`src/hdl/tceq_pkg.sv`:
```
// shared types and status codes for the two class event queue
`timescale 1ns / 1ps
package tceq_pkg;
   localparam logic OP_PUBLISH = 1'b0;
   localparam logic OP_POLL    = 1'b1;

   localparam logic [2:0] ST_OK        = 3'd0;
   localparam logic [2:0] ST_TOO_LARGE = 3'd1;
   localparam logic [2:0] ST_BAD_PRIO  = 3'd2;
   localparam logic [2:0] ST_FULL      = 3'd3;
   localparam logic [2:0] ST_EMPTY     = 3'd4;

   // classified command handed from front to back
   typedef struct packed {
      logic        poll;
      logic [2:0]  reject;   // ST_OK when the publish passed the checks
      logic        safety;
      logic [15:0] event_type;
      logic [31:0] stamp_ms;
      logic [3:0]  length;
      logic [63:0] payload;
   } cmd_type;
endpackage

```
`src/hdl/tceq_front.sv`:
```
// input stage: checks a request and queues the classified command
`timescale 1ns / 1ps
module tceq_front import tceq_pkg::*; #(
   parameter int PAYLOAD_BYTES = 8
) (
   input  logic        clock,
   input  logic        reset,
   input  logic        req_valid,
   output logic        req_stall,
   input  logic        req_op,
   input  logic [15:0] req_event_type,
   input  logic [1:0]  req_priority_req,
   input  logic [31:0] req_stamp_ms,
   input  logic [3:0]  req_payload_length,
   input  logic [63:0] req_payload_bits,
   output logic        cmd_valid,
   input  logic        cmd_take,
   output cmd_type     cmd
);
   localparam logic [3:0] MAX_LEN = 4'(PAYLOAD_BYTES);
   localparam logic [63:0] PAY_MASK =
      (PAYLOAD_BYTES >= 8) ? '1 : ((64'd1 << (8 * PAYLOAD_BYTES)) - 64'd1);

   // two-entry queue between front and back
   cmd_type q_ff [2];
   logic [1:0] cnt_ff, cnt_in;
   logic       rd_ff, rd_in, wr_ff, wr_in;
   cmd_type c;
   logic push, pop;

   assign req_stall = cnt_ff == 2'd2;
   assign push = req_valid & ~req_stall;
   assign cmd_valid = cnt_ff != 2'd0;
   assign pop = cmd_valid & cmd_take;
   assign cmd = q_ff[rd_ff];

   always_comb begin
      c.poll       = req_op == OP_POLL;
      c.safety     = req_priority_req[0];
      c.event_type = req_event_type;
      c.stamp_ms   = req_stamp_ms;
      c.length     = req_payload_length;
      c.payload    = req_payload_bits & PAY_MASK;
      if (req_payload_length > MAX_LEN) c.reject = ST_TOO_LARGE;
      else if (req_priority_req[1]) c.reject = ST_BAD_PRIO;
      else c.reject = ST_OK;
      cnt_in = cnt_ff + 2'(push) - 2'(pop);
      rd_in  = rd_ff ^ pop;
      wr_in  = wr_ff ^ push;
   end

   always_ff @(posedge clock) begin
      if (push) q_ff[wr_ff] <= c;
      if (reset) begin
         cnt_ff <= '0;
         rd_ff  <= 1'b0;
         wr_ff  <= 1'b0;
      end else begin
         cnt_ff <= cnt_in;
         rd_ff  <= rd_in;
         wr_ff  <= wr_in;
      end
   end
endmodule

```
`src/hdl/tceq_back.sv`:
```
// slot store, two index rings and the result register
`timescale 1ns / 1ps
module tceq_back import tceq_pkg::*; #(
   parameter int SLOT_COUNT     = 8,
   parameter int RESERVED_SLOTS = 2,
   parameter int NORMAL_DEPTH   = 6
) (
   input  logic        clock,
   input  logic        reset,
   input  logic        cmd_valid,
   output logic        cmd_take,
   input  cmd_type     cmd,
   output logic        rsp_valid,
   input  logic        rsp_stall,
   output logic [2:0]  rsp_status,
   output logic [15:0] rsp_got_type,
   output logic        rsp_got_priority,
   output logic [31:0] rsp_got_stamp_ms,
   output logic [3:0]  rsp_got_length,
   output logic [63:0] rsp_got_payload,
   output logic [2:0]  rsp_free_ordinary,
   output logic [1:0]  rsp_free_reserved,
   output logic [2:0]  rsp_normal_waiting,
   output logic [3:0]  rsp_safety_waiting
);
   localparam int SW = (SLOT_COUNT > 1) ? $clog2(SLOT_COUNT) : 1;
   localparam int NW = (NORMAL_DEPTH > 1) ? $clog2(NORMAL_DEPTH) : 1;
   localparam int SCW = $clog2(SLOT_COUNT + 1);
   localparam int NCW = $clog2(NORMAL_DEPTH + 1);
   localparam logic [SCW-1:0] S_CAP = SCW'(SLOT_COUNT);
   localparam logic [NCW-1:0] N_CAP = NCW'(NORMAL_DEPTH);

   typedef enum logic [1:0] {
      S_DECIDE = 2'b01,
      S_READ   = 2'b10
   } state_type;

   state_type state_ff, state_in;

   logic [SLOT_COUNT-1:0] busy_ff, busy_in;
   logic [SW-1:0] sring [SLOT_COUNT];
   logic [SW-1:0] nring [NORMAL_DEPTH];
   logic [SW-1:0] shead_ff, stail_ff, nsel_slot;
   logic [NW-1:0] nhead_ff, ntail_ff;
   logic [SCW-1:0] scnt_ff;
   logic [NCW-1:0] ncnt_ff;

   // slot memory: header and payload
   logic [15:0] m_type [SLOT_COUNT];
   logic        m_prio [SLOT_COUNT];
   logic [31:0] m_stamp [SLOT_COUNT];
   logic [3:0]  m_len [SLOT_COUNT];
   logic [63:0] m_pay [SLOT_COUNT];
   logic [SW-1:0] rd_slot_ff;

   logic [2:0]  st_ff;
   logic [15:0] ty_ff;
   logic        pr_ff;
   logic [31:0] sm_ff;
   logic [3:0]  ln_ff;
   logic [63:0] py_ff;
   logic        ov_ff;
   logic        zero_ff;

   logic [SW-1:0] pick;
   logic          found, push_ok, do_pub, do_pop, pop_safety, out_free;
   logic [2:0]    status_d;
   logic [SCW-1:0] free_o, free_r;

   assign out_free = ~ov_ff | ~rsp_stall;

   // lowest free slot: a safety event tries the reserved slots first, then the ordinary ones
   always_comb begin
      pick = '0;
      found = 1'b0;
      if (cmd.safety) begin
         for (int i = RESERVED_SLOTS - 1; i >= 0; i--) begin
            if (i < SLOT_COUNT && !busy_ff[i]) begin
               pick = SW'(i);
               found = 1'b1;
            end
         end
      end
      if (!found) begin
         for (int i = SLOT_COUNT - 1; i >= RESERVED_SLOTS; i--) begin
            if (!busy_ff[i]) begin
               pick = SW'(i);
               found = 1'b1;
            end
         end
      end
   end

   always_comb begin
      push_ok = cmd.safety ? (scnt_ff < S_CAP) : (ncnt_ff < N_CAP);
      pop_safety = scnt_ff != '0;
      nsel_slot = pop_safety ? sring[shead_ff] : nring[nhead_ff];
      do_pub = 1'b0;
      do_pop = 1'b0;
      if (cmd.poll) begin
         do_pop = pop_safety | (ncnt_ff != '0);
         status_d = do_pop ? ST_OK : ST_EMPTY;
      end else if (cmd.reject != ST_OK) begin
         status_d = cmd.reject;
      end else if (!found || !push_ok) begin
         status_d = ST_FULL;
      end else begin
         status_d = ST_OK;
         do_pub = 1'b1;
      end
   end

   wire fire = (state_ff == S_DECIDE) & cmd_valid;
   assign cmd_take = fire;

   always_comb begin
      busy_in = busy_ff;
      if (fire && do_pub) busy_in[pick] = 1'b1;
      if (fire && do_pop) busy_in[nsel_slot] = 1'b0;
      unique case (state_ff)
         S_DECIDE: state_in = fire ? S_READ : S_DECIDE;
         S_READ:   state_in = out_free ? S_DECIDE : S_READ;
         default:  state_in = S_DECIDE;
      endcase
   end

   always_comb begin
      free_o = '0;
      free_r = '0;
      for (int i = 0; i < SLOT_COUNT; i++) begin
         if (!busy_ff[i]) begin
            if (i < RESERVED_SLOTS) free_r = free_r + 1'b1;
            else free_o = free_o + 1'b1;
         end
      end
   end

   always_ff @(posedge clock) begin
      if (fire && do_pub) begin
         m_type[pick]  <= cmd.event_type;
         m_prio[pick]  <= cmd.safety;
         m_stamp[pick] <= cmd.stamp_ms;
         m_len[pick]   <= cmd.length;
         m_pay[pick]   <= cmd.payload;
         if (cmd.safety) sring[stail_ff] <= pick;
         else nring[ntail_ff] <= pick;
      end
      if (fire) begin
         rd_slot_ff <= nsel_slot;
         st_ff      <= status_d;
         zero_ff    <= ~do_pop;
      end
      if (state_ff == S_READ && out_free) begin
         ty_ff <= zero_ff ? '0 : m_type[rd_slot_ff];
         pr_ff <= zero_ff ? '0 : m_prio[rd_slot_ff];
         sm_ff <= zero_ff ? '0 : m_stamp[rd_slot_ff];
         ln_ff <= zero_ff ? '0 : m_len[rd_slot_ff];
         py_ff <= zero_ff ? '0 : m_pay[rd_slot_ff];
         rsp_status <= st_ff;
         rsp_free_ordinary  <= 3'(free_o);
         rsp_free_reserved  <= 2'(free_r);
         rsp_normal_waiting <= 3'(ncnt_ff);
         rsp_safety_waiting <= 4'(scnt_ff);
      end
      if (reset) begin
         state_ff <= S_DECIDE;
         busy_ff  <= '0;
         shead_ff <= '0;
         stail_ff <= '0;
         nhead_ff <= '0;
         ntail_ff <= '0;
         scnt_ff  <= '0;
         ncnt_ff  <= '0;
         ov_ff    <= 1'b0;
      end else begin
         state_ff <= state_in;
         busy_ff  <= busy_in;
         if (state_ff == S_READ && out_free) ov_ff <= 1'b1;
         else if (!rsp_stall) ov_ff <= 1'b0;
         if (fire && do_pub) begin
            if (cmd.safety) begin
               stail_ff <= (stail_ff == SW'(SLOT_COUNT - 1)) ? '0 : stail_ff + 1'b1;
               scnt_ff  <= scnt_ff + 1'b1;
            end else begin
               ntail_ff <= (ntail_ff == NW'(NORMAL_DEPTH - 1)) ? '0 : ntail_ff + 1'b1;
               ncnt_ff  <= ncnt_ff + 1'b1;
            end
         end
         if (fire && do_pop) begin
            if (pop_safety) begin
               shead_ff <= (shead_ff == SW'(SLOT_COUNT - 1)) ? '0 : shead_ff + 1'b1;
               scnt_ff  <= scnt_ff - 1'b1;
            end else begin
               nhead_ff <= (nhead_ff == NW'(NORMAL_DEPTH - 1)) ? '0 : nhead_ff + 1'b1;
               ncnt_ff  <= ncnt_ff - 1'b1;
            end
         end
      end
   end

   assign rsp_valid        = ov_ff;
   assign rsp_got_type     = ty_ff;
   assign rsp_got_priority = pr_ff;
   assign rsp_got_stamp_ms = sm_ff;
   assign rsp_got_length   = ln_ff;
   assign rsp_got_payload  = py_ff;
endmodule

```
`src/hdl/two_class_event_queue_core.sv`:
```
// top level of the two class event queue
`timescale 1ns / 1ps
// Strict priority event queue with reserved safety slots. In the back end a
// request first passes S_DECIDE, which picks a slot and updates the rings,
// and then S_READ, which reads the slot memory into the result register. A
// two-entry command queue lets the front accept while a result waits; the
// back end takes no new request until the last result is registered.
module two_class_event_queue_core import tceq_pkg::*; #(
   parameter int SLOT_COUNT     = 8,
   parameter int RESERVED_SLOTS = 2,
   parameter int NORMAL_DEPTH   = 6,
   parameter int PAYLOAD_BYTES  = 8
) (
   input  logic        clock,
   input  logic        reset,
   input  logic        req_valid,
   output logic        req_stall,
   input  logic        req_op,
   input  logic [15:0] req_event_type,
   input  logic [1:0]  req_priority_req,
   input  logic [31:0] req_stamp_ms,
   input  logic [3:0]  req_payload_length,
   input  logic [63:0] req_payload_bits,
   output logic        rsp_valid,
   input  logic        rsp_stall,
   output logic [2:0]  rsp_status,
   output logic [15:0] rsp_got_type,
   output logic        rsp_got_priority,
   output logic [31:0] rsp_got_stamp_ms,
   output logic [3:0]  rsp_got_length,
   output logic [63:0] rsp_got_payload,
   output logic [2:0]  rsp_free_ordinary,
   output logic [1:0]  rsp_free_reserved,
   output logic [2:0]  rsp_normal_waiting,
   output logic [3:0]  rsp_safety_waiting
);
   logic    cmd_valid, cmd_take;
   cmd_type cmd;

   tceq_front #(.PAYLOAD_BYTES(PAYLOAD_BYTES)) u_front (
      .clock, .reset, .req_valid, .req_stall, .req_op, .req_event_type,
      .req_priority_req, .req_stamp_ms, .req_payload_length, .req_payload_bits,
      .cmd_valid, .cmd_take, .cmd
   );

   tceq_back #(
      .SLOT_COUNT(SLOT_COUNT), .RESERVED_SLOTS(RESERVED_SLOTS),
      .NORMAL_DEPTH(NORMAL_DEPTH)
   ) u_back (
      .clock, .reset, .cmd_valid, .cmd_take, .cmd, .rsp_valid, .rsp_stall,
      .rsp_status, .rsp_got_type, .rsp_got_priority, .rsp_got_stamp_ms,
      .rsp_got_length, .rsp_got_payload, .rsp_free_ordinary, .rsp_free_reserved,
      .rsp_normal_waiting, .rsp_safety_waiting
   );
endmodule
```
`config.mk`:
```
export PLATFORM = sky130hd
export DESIGN_NAME = two_class_event_queue_core
export DESIGN_NICKNAME = d
export VERILOG_FILES = /design/src/hdl/tceq_pkg.sv /design/src/hdl/tceq_front.sv /design/src/hdl/tceq_back.sv /design/src/hdl/two_class_event_queue_core.sv
export SDC_FILE = /design/constraint.sdc
export NUM_CORES = 1
export LEC_CHECK = 0
export ABC_AREA = 1
export BUFFER_PORTS_ARGS = -buffer_cell sky130_fd_sc_hd__buf_4
export CAP_MARGIN = 20
export CORE_MARGIN = 2
export CORE_UTILIZATION = 30
export CTS_CLUSTER_DIAMETER = 80
export DETAILED_ROUTE_END_ITERATION = 16
export PLACE_DENSITY_LB_ADDON = 0.15
export SYNTH_ARGS = -nofsm -noshare
export SYNTH_HDL_FRONTEND = slang
export SYNTH_SLANG_ARGS = --single-unit
```
`constraint.sdc`:
```
create_clock -name clock -period 9.1 [get_ports clock]
set_input_delay 0.91 -clock clock [delete_from_list [all_inputs] [get_ports clock]]
set_output_delay 0.91 -clock clock [all_outputs]
set_load 0.03 [all_outputs]
```
==> metrics.txt <==
outcome completed; commonest non-fill, non-tap cell in the layout edfxtp_1; WP data arrival ~5600 ps; Finished Cell Area a little over 0.06 mm²; met2 Use GR a little over a quarter; initial drt markers about 2,100; Slew @ Worst Pin 1120 ps; reg2reg end u_back.m_pay[3][0]; area of the core 0.1755 mm²; compound-cell area share of the yosys netlist 8.952%; fin crit period just over 5000 ps; Worst slew margin 25.31%; crit path capture u_back.m_pay[3][0]; H-tree depth 4; HP Class primary input to register; clk slew on worst S/H paths roughly 60 ps; syn nets 4,064; power per cell area 289.3 mW/mm²; Clock Tree Buf Depth 3; cell mode on critical path nand2_1; hold buffers post-CTS 0; syn avg cell area between 10 and 15 µm²; Final Hold Violating Endpoints 0; critical path launch point type register; clk_lat worst skew 790 ps; Synth Flop Type edfxtp_1; Critical-path top delay cell dfxtp_4; VDD IR max roughly 0.00018 V; dpl cell area around 0.057 mm²; gr usage total between 15 and 20%; CTS tree yes; Initial Util 30.11%; Layout Nets around 4,300; Pre-antenna DRT Iters 5; Worst path depth 14; Leak around 21 nW; xor/xnor share of the synthesized area less than 1%; RSZ-0062 raised after global routing no; largest family of logic cells by synthesized area simple AND/OR/NAND/NOR gates; Routed WL around 140 mm; synth top area cells edfxtp_1, o21ai_0, nor2_1; mux contribution to synthesized area 0%; R2R cell count 14; vias about 31,000; Die ar. ~0.18 mm²; post-DP HPWL around 77 mm; crit-path max FO 70; wire length per cell 21.28 µm; layout cells sized above 1 12.35%; first-pass GRT wire length 206.7 mm; I/O Pins about 260; Crit Path Class register to register; Peak Freq around 190 MHz; Final Cycle Share between 50% and 60%; Clock Skew between 20 and 30 ps; largest net degree at the start of global routing 196; TritonCTS Buffers 158; Synth Area in Simple Gates roughly a tenth; Final ANT Viol Nets 0; worst r2r src u_front.rd_ff; Post-Synth Adder-Cell Area less than 1%; Setup crit start u_front.rd_ff; die height around 420 µm; Root Driver clkbuf_16; met3 usage 2.520%; Slew Viols, Final 0; fillers around 17,000; Die X 423.7 µm; pre-CTS setup slack between 3000 and 4000 ps; DR DRC count 0; crit path capture type register; R2R Setup Slk 3910 ps; crit-path cells inv_4, nand2_1, nand3_1, nand2_1, nand2_1, nand2_1, nand2_1, nand2_1, nand2_1, nand2_1, nand2_1, inv_6, buf_4, buf_4; global route overflow 0; Worst Setup Slack, final just under 4000 ps; number of global-route vias before repair between 30,000 and 40,000; most frequent cells in the layout edfxtp_1, nor2_1, o21ai_0; Max-Cap Viols 0; share of flip-flops with an asynchronous set or reset 0%; Setup TNS Final 0 ps; CP delay by family, top buffers and inverters; Area Overhead vs Synth 17.55%; global routing's busiest layer met2; sequential area share after synthesis roughly four fifths; CP peak stage delay around 990 ps; IO Port Bufs about 260; Post-CTS Setup Repair Bufs 0; num rows between 150 and 200; Final setup violation count 0; CTS sink count 1,397; Post-synth EDFFs 1,357; initial antenna violation count 3; number of synthesized register bits about 1,400; Vias/cell 4.713; cts repair resizes 0; Yosys top cell by area edfxtp_1; required time worst endpoint approximately 9500 ps; post-synth cell types 34; Gate Count Post-Synth a little under 4,000; Yosys Warn Count 0; final core occ about 35%; gpl congestion between 0.7 and 0.8; share of the synthesized area in the top cell type between 70% and 80%; Cell Area, Synth roughly 0.053 mm²; WP buf/inv 4; met1 usage 19.97%
[cell type report]
cell class                 instances  area, µm²  share of cell area (%)
clock buffer                     199       4193                   6.749
timing repair buffer             293       2216                   3.567
sequential                      1397      41550                   66.89
antenna                            2      5.005                0.008056
tap                             2340       2928                   4.713
multi-input combinational       2216      10150                   16.34
clock inverter                    87      694.4                   1.118
inverter                          83      380.4                  0.6123
[logic make-up (layout without fill, tap and decap cells)]
logic type | after synthesis | in the layout
buf+inv | 306 | 662
xor+xnor | 12 | 12
other cells | 0 | 2
fa+ha+maj | 22 | 22
flops | 1397 | 1397
compound gates | 882 | 882
simple gates | 1300 | 1300
[how the worst min path moves through the flow]
stage                startpoint                    to  slack [ps]  cells past startpoint
2_1_floorplan   u_back.st_ff[0]  u_back.rsp_status[0]         400                      0
3_3_place_gp    u_back.st_ff[1]  u_back.rsp_status[1]         440                      0
3_5_place_dp    u_back.st_ff[0]  u_back.rsp_status[0]         410                      0
4_1_cts        req_stamp_ms[26]   u_front.q_ff[0][94]         230                      1
5_1_grt        req_stamp_ms[18]   u_front.q_ff[0][86]         250                      1
6_report       req_stamp_ms[26]   u_front.q_ff[0][94]         310                      1
[worst register-to-register path, delay by kind of cell, from the launching register on]
family	cells	cell delay (ps)
buffers and inverters	4	2310
flip-flops	1	990
AND/OR/NAND/NOR	10	1480
[routing by layer]
layer | routed length, µm | part of all wire, %
met1 | 61910 | 44
met2 | 71110 | 51
met3 | 4841 | 3.4
met4 | 2932 | 2.1
met5 | 0 | 0
[stage by stage]
| stage | std cells | hold WS, ps | power [mW] |
|---|---|---|---|
| after CTS | 6615 | 225.6 | 18.27 |
| after global placement | 6328 | 438.7 | 12.17 |
| after detailed placement | 6329 | 405.4 | 12.20 |
| after global routing | 6615 | 250.1 | 18.90 |
| final | 6617 | 307.8 | 17.97 |
| after floorplan | 3919 | 400.3 | 10.69 |
[synth_stat cells, types with 2 or more instances]
| library cell | instances |
|---|---|
| edfxtp_1 | 1357 |
| nor2_1 | 743 |
| o21ai_0 | 607 |
| nand2_1 | 481 |
| clkbuf_1 | 178 |
| a31oi_1 | 118 |
| o22ai_1 | 117 |
| inv_1 | 76 |
| nand3_1 | 49 |
| dfxtp_1 | 40 |
| a21oi_1 | 32 |
| buf_1 | 22 |
| buf_2 | 22 |
| ha_1 | 22 |
| nor3_1 | 16 |
| xor2_1 | 10 |
| clkinv_1 | 5 |
| o21ai_1 | 4 |
| nand4_1 | 3 |
| nand2_2 | 2 |
| xnor2_1 | 2 |
[flip-flops by register name, indices dropped and copies added, names as in the netlist, 4 cells and up, named ones only]
name                       count
u_back.busy_ff                 8
u_back.m_pay                 512
u_back.m_len                  32
u_back.rsp_got_type           16
u_back.sring                  24
u_back.m_type                128
u_back.rsp_got_stamp_ms       32
u_back.rsp_safety_waiting      4
u_back.scnt_ff                 4
u_front.q_ff                 240
u_back.m_prio                  8
u_back.rsp_got_length          4
u_back.rsp_got_payload        64
u_back.nring                  18
u_back.m_stamp               256
[power by group]
group | internal, mW | total, mW | switching (mW)
registers | 8.05 | 8.20 | 0.154
clock network | 3.45 | 6.03 | 2.58
logic | 0.828 | 3.74 | 2.92
total | 12.3 | 18.0 | 5.65
Note: power is estimated with default switching activity, not from simulation.
